===== src/rtl/trs_affine_matrix_builder_top_defines.svh =====
// Assertion helpers used by the file that checks the matrix builder top.
`ifndef TRS_AFFINE_MATRIX_BUILDER_TOP_DEFINES_SVH
`define TRS_AFFINE_MATRIX_BUILDER_TOP_DEFINES_SVH

// Checked only while the block is out of reset.
`define TRS_ASSERT(lbl, prop, msg) \
	lbl: assert property (@(posedge clk) disable iff (!arst_n) prop) else $error(msg);

// Checked at every edge, reset included.
`define TRS_ASSERT_ALWAYS(lbl, prop, msg) \
	lbl: assert property (@(posedge clk) prop) else $error(msg);

`endif


===== src/rtl/trs_pkg.sv =====
`default_nettype none
package trs_pkg;

	// Angle resolution used for sine and cosine, 8 to 16 bits.
	localparam int ANGLE_BITS = 16;
	localparam logic [31:0] PHASE_KEEP = ~((32'(1) << (32 - ANGLE_BITS)) - 32'(1));

	localparam int CORDIC_STEPS = 17;
	localparam int STEP_W = 5;
	localparam int CW = 34;
	localparam logic signed [CW-1:0] CORDIC_GAIN = CW'(652032874);

	typedef struct packed {
		logic signed [31:0] pos_x;
		logic signed [31:0] pos_y;
		logic signed [31:0] pos_z;
		logic [15:0] angle_x;
		logic [15:0] angle_y;
		logic [15:0] angle_z;
		logic signed [15:0] scale_x;
		logic signed [15:0] scale_y;
		logic signed [15:0] scale_z;
	} in_item_t;

	typedef struct packed {
		logic signed [31:0] r0c0;
		logic signed [31:0] r0c1;
		logic signed [31:0] r0c2;
		logic signed [31:0] r0c3;
		logic signed [31:0] r1c0;
		logic signed [31:0] r1c1;
		logic signed [31:0] r1c2;
		logic signed [31:0] r1c3;
		logic signed [31:0] r2c0;
		logic signed [31:0] r2c1;
		logic signed [31:0] r2c2;
		logic signed [31:0] r2c3;
	} out_item_t;

	// One rotation in flight: vector, residual angle and quadrant.
	typedef struct packed {
		logic signed [CW-1:0] x;
		logic signed [CW-1:0] y;
		logic signed [CW-1:0] z;
		logic [1:0] quad;
	} cordic_lane_t;

	// Lanes for the x, y and z angles.
	typedef cordic_lane_t [2:0] cordic_vec_t;

	// Values that ride alongside the rotations.
	typedef struct packed {
		logic signed [31:0] pos_x;
		logic signed [31:0] pos_y;
		logic signed [31:0] pos_z;
		logic signed [15:0] scale_x;
		logic signed [15:0] scale_y;
		logic signed [15:0] scale_z;
	} side_t;

	// Arctangent of 2^-i in units of 2^-32 turn.
	function automatic logic signed [CW-1:0] atan_lut(input logic [STEP_W-1:0] i);
		logic signed [CW-1:0] r;
		case (i)
			5'd0: r = CW'(536870912);
			5'd1: r = CW'(316933406);
			5'd2: r = CW'(167458908);
			5'd3: r = CW'(85004756);
			5'd4: r = CW'(42667330);
			5'd5: r = CW'(21354465);
			5'd6: r = CW'(10679842);
			5'd7: r = CW'(5340245);
			5'd8: r = CW'(2670163);
			5'd9: r = CW'(1335087);
			5'd10: r = CW'(667544);
			5'd11: r = CW'(333772);
			5'd12: r = CW'(166886);
			5'd13: r = CW'(83443);
			5'd14: r = CW'(41721);
			5'd15: r = CW'(20861);
			5'd16: r = CW'(10430);
			default: r = '0;
		endcase
		return r;
	endfunction

	// Q1.30 times Q1.30, rounded half up back to Q1.30.
	function automatic logic signed [31:0] mul30(input logic signed [31:0] a,
			input logic signed [31:0] b);
		logic signed [63:0] p;
		p = (64'(a) * 64'(b)) + 64'sd536870912;
		return p[61:30];
	endfunction

	// Q1.30 sum times Q8.8 scale, rounded to Q16.16 and saturated.
	function automatic logic signed [31:0] scaled(input logic signed [32:0] r,
			input logic signed [15:0] k);
		logic signed [48:0] p;
		logic signed [48:0] v;
		logic signed [31:0] res;
		p = (49'(r) * 49'(k)) + 49'sd2097152;
		v = p >>> 22;
		if (v > 49'sd2147483647) begin
			res = 32'sh7FFFFFFF;
		end else if (v < -49'sd2147483648) begin
			res = 32'sh80000000;
		end else begin
			res = v[31:0];
		end
		return res;
	endfunction

endpackage
`default_nettype wire


===== src/rtl/trs_cordic_cell.sv =====
`default_nettype none
// One CORDIC micro-rotation for all three angle lanes, registered.
module trs_cordic_cell import trs_pkg::*; (
	input wire logic clk,
	input wire logic en,
	input wire logic [STEP_W-1:0] step,
	input wire cordic_vec_t d_in,
	output cordic_vec_t d_out
);
	cordic_vec_t nxt;
	logic signed [CW-1:0] ang;

	always_comb begin
		ang = atan_lut(step);
		for (int l = 0; l < 3; l++) begin
			nxt[l].quad = d_in[l].quad;
			if (!d_in[l].z[CW-1]) begin
				nxt[l].x = d_in[l].x - (d_in[l].y >>> step);
				nxt[l].y = d_in[l].y + (d_in[l].x >>> step);
				nxt[l].z = d_in[l].z - ang;
			end else begin
				nxt[l].x = d_in[l].x + (d_in[l].y >>> step);
				nxt[l].y = d_in[l].y - (d_in[l].x >>> step);
				nxt[l].z = d_in[l].z + ang;
			end
		end
	end

	always_ff @(posedge clk) begin
		if (en) begin
			d_out <= nxt;
		end
	end
endmodule
`default_nettype wire


===== config.mk =====
export PLATFORM = sky130hd
export DESIGN_NAME = trs_cordic_cell
export DESIGN_NICKNAME = d
export VERILOG_FILES = /design/src/rtl/trs_affine_matrix_builder_top_defines.svh /design/src/rtl/trs_pkg.sv /design/src/rtl/trs_cordic_cell.sv
export SDC_FILE = /design/constraint.sdc
export NUM_CORES = 2
export LEC_CHECK = 0
export BUFFER_PORTS_ARGS = -buffer_cell sky130_fd_sc_hd__buf_4
export CAP_MARGIN = 10
export CORE_AREA = 2 2 397 399
export DETAILED_ROUTE_END_ITERATION = 10
export DIE_AREA = 0 0 399 401
export HOLD_SLACK_MARGIN = 0.1
export PLACE_DENSITY = 0.54
export REMOVE_ABC_BUFFERS = 1
export SETUP_SLACK_MARGIN = 0.15
export SLEW_MARGIN = 5
export SYNTH_ARGS = -nofsm -noshare
export SYNTH_HDL_FRONTEND = slang
export SYNTH_SLANG_ARGS = --single-unit

===== constraint.sdc =====
create_clock -name clk -period 7.95 [get_ports clk]
set_input_delay 0.3975 -clock clk [delete_from_list [all_inputs] [get_ports clk]]
set_output_delay 0.3975 -clock clk [all_outputs]
set_load 0.01 [all_outputs]

==> qor.csv <==
metric,value,unit
share of cells above drive strength 1,0.2362,
TritonCTS Buffers,44,
Root Buffer Master,clkbuf_16,
PD cells,195.8,nW/um^2
core footprint,155700,sq um
"most common cell after layout, fill and taps aside",buf_4,
Worst setup SP type,primary input,
Hold Crit Class,primary input to register,
Setup Total Neg Slack,0,ns
Total Power,10.45,mW
Die Y,401,microns
kind of critical path,primary input to register,
Layout fillers,16050,
Hold Fails Final Rpt,0,
"Max FO, Critical Path",69,
vias,45190,
Period minus WS final,6.822,ns
fmax,0.1466,GHz
post-route antenna net violation count,0,
Final Max Slew Viols,0,
First DRT Iteration DRCs,4972,
die area,160000,sq um
die extent in x,399,microns
drt wl/cell,29.49,microns
Final nets,6092,
"Slowest-stage cell, CP",a2111oi_0,
Syn-to-layout area delta,18.68,%
Post-CTS Resized,0,
global route overflow,0,
most frequent CP cell,nand2_1,
hold_buf cts,12,
dpl hpwl,173.4,mm
status,"complete, no violations",
Clock Path Buffers,3,
"delay-heaviest family, CP",compound AO/OA/AOI/OAI gates,
largest net degree at the start of global routing,109,
CP Capture Type,register,
Largest Register,d_out,
"Cell Chain, Critical Path","buf_8, buf_12, mux4_4, nand2_1, nand2_1, a2111oi_0, buf_4, nand2_1, nor3_1, and4_1, a21oi_1, xnor2_1, ha_1, a21o_1, a21o_1, a21oi_1, nand2_1, a211oi_1, o21ai_0, a211oi_1, o21ai_0, xnor2_1",
yosys warns,0,
Largest register FFs,312,
Worst EP arrival,7.22,ns
row cnt,145,
TritonCTS clock tree,built,
Multi-input gate area,33680,sq um
Worst-Margin Slew,1.131,ns
register area share after synthesis,0.2085,
Post-synth EDFFs,312,
initial antenna violation count,37,
Vias/cell,5.983,
# Post-CTS Setup Buffers,0,
# clock sinks,312,
Final GP Congestion,0.9960,
critical path's largest stage delay,0.74,ns
port buffer count,630,
max cap viols,0,
cell leakage power,21.49,nW
"Clk pin slew, worst setup/hold paths",0.06,ns
unrepaired setup endpoints after global routing,no,
number of global-route vias before repair,43330,
WP buf/inv,3,
Synth Register Bits,312,
first-pass GRT wire length,312.9,mm
Mapped Area,44940,sq um
final period utilization,0.8581,
asr flop ratio synth,0,
Avg Inst Size Synth,9.113,sq um
Yosys cell types,121,
largest registers,d_out (312),
dominant synthesized flop cell,edfxtp_1,
Required @ worst endpoint,8.35,ns
gr usage total,0.2653,
VDD IR max,0.0001461,V
Slew HR,0.2429,
storage element area,9369,sq um
Syn Inst Count,4932,
final setup vio count,0,
"commonest non-fill, non-tap cells in the layout","734 x buf_4, 410 x nor2_1, 394 x nand2_1",
IO Pins,631,
initial core utilization,0.2887,
drt first pass iters,9,
total routed wirelength,222.7,mm
H-tree depth,2,
DRC violations left,0,
==> logic make-up after synthesis <==
kind of cell | count (synthesis) | synth area share
xor gates and xnor gates | 480 | 0.09354
DFF | 312 | 0.2085
adders and majority gates | 320 | 0.09059
buffers and inverters | 391 | 0.04293
and+or+nand+nor | 1369 | 0.1480
AOI/OAI and AO/OA | 1483 | 0.2209
muxes | 577 | 0.1956
==> report_power, final <==
group          switching [mW]  leakage, nW  internal, mW  total [mW]
clock                   0.928        0.704          1.16        2.09
sequential              0.197         3.05          2.46        2.66
combinational            3.31         17.7          2.39        5.70
total                    4.43         21.5          6.01        10.4
==> final cells by class <==
type	instances	area share
inverters	109	0.007741
clock buffers	49	0.02099
well taps	2058	0.04827
diodes	9	0.0004222
flip-flops and latches	312	0.1756
multi-input cells	4229	0.6314
repair buffers	757	0.1090
clock inverters	30	0.006498
==> final timing paths <==
check             startpoint          to  slack (ns)  cells past startpoint
setup / recovery     step[0]  d_out[277]        1.13                     22
hold / removal      d_in[71]   d_out[71]        0.13                      2
==> per-layer routing <==
| layer | vias up | track usage | wire length (microns) |
|---|---|---|---|
| li1 | 20050 | - | - |
| met5 | - | 0 | 246 |
| met3 | 533 | 0.07220 | 22720 |
| met1 | 22010 | 0.3487 | 91940 |
| met2 | 2560 | 0.4073 | 97600 |
| met4 | 40 | 0.1108 | 10200 |
==> cell usage after synthesis, types with 60 or more instances <==
cell type	count	area [sq um]
edfxtp_1	312	9369
mux2_2	146	1644
nand3_1	87	435.4
nand2b_1	62	387.9
a21o_1	128	960.9
a31oi_1	60	375.4
nor2_1	412	1546
mux4_2	218	4910
nor2b_1	60	375.4
xor2_1	179	1568
xnor2_1	301	2636
buf_2	63	315.3
mux2i_1	203	2032
o22ai_1	76	475.5
ha_1	311	3891
o21ai_0	249	1246
clkbuf_1	122	457.9
nor3_1	83	415.4
inv_1	105	394.1
nand2_1	394	1479
a21oi_1	389	1947
==> through the flow <==
step	util	instance area [sq um]	worst slack, ns	cells	hold WS [ns]
after floorplan	-	43420	1.573	4650	0.4964
after global placement	0.3323	51730	0.5486	7453	0.5758
after detailed placement	0.3323	51730	0.5658	7453	0.5770
after CTS	0.3425	53320	1.231	7544	0.1037
after global routing	0.3427	53340	0.6187	7553	0.1095
final	0.3427	53340	1.128	7553	0.1317
(Power assumes the default switching activity.)
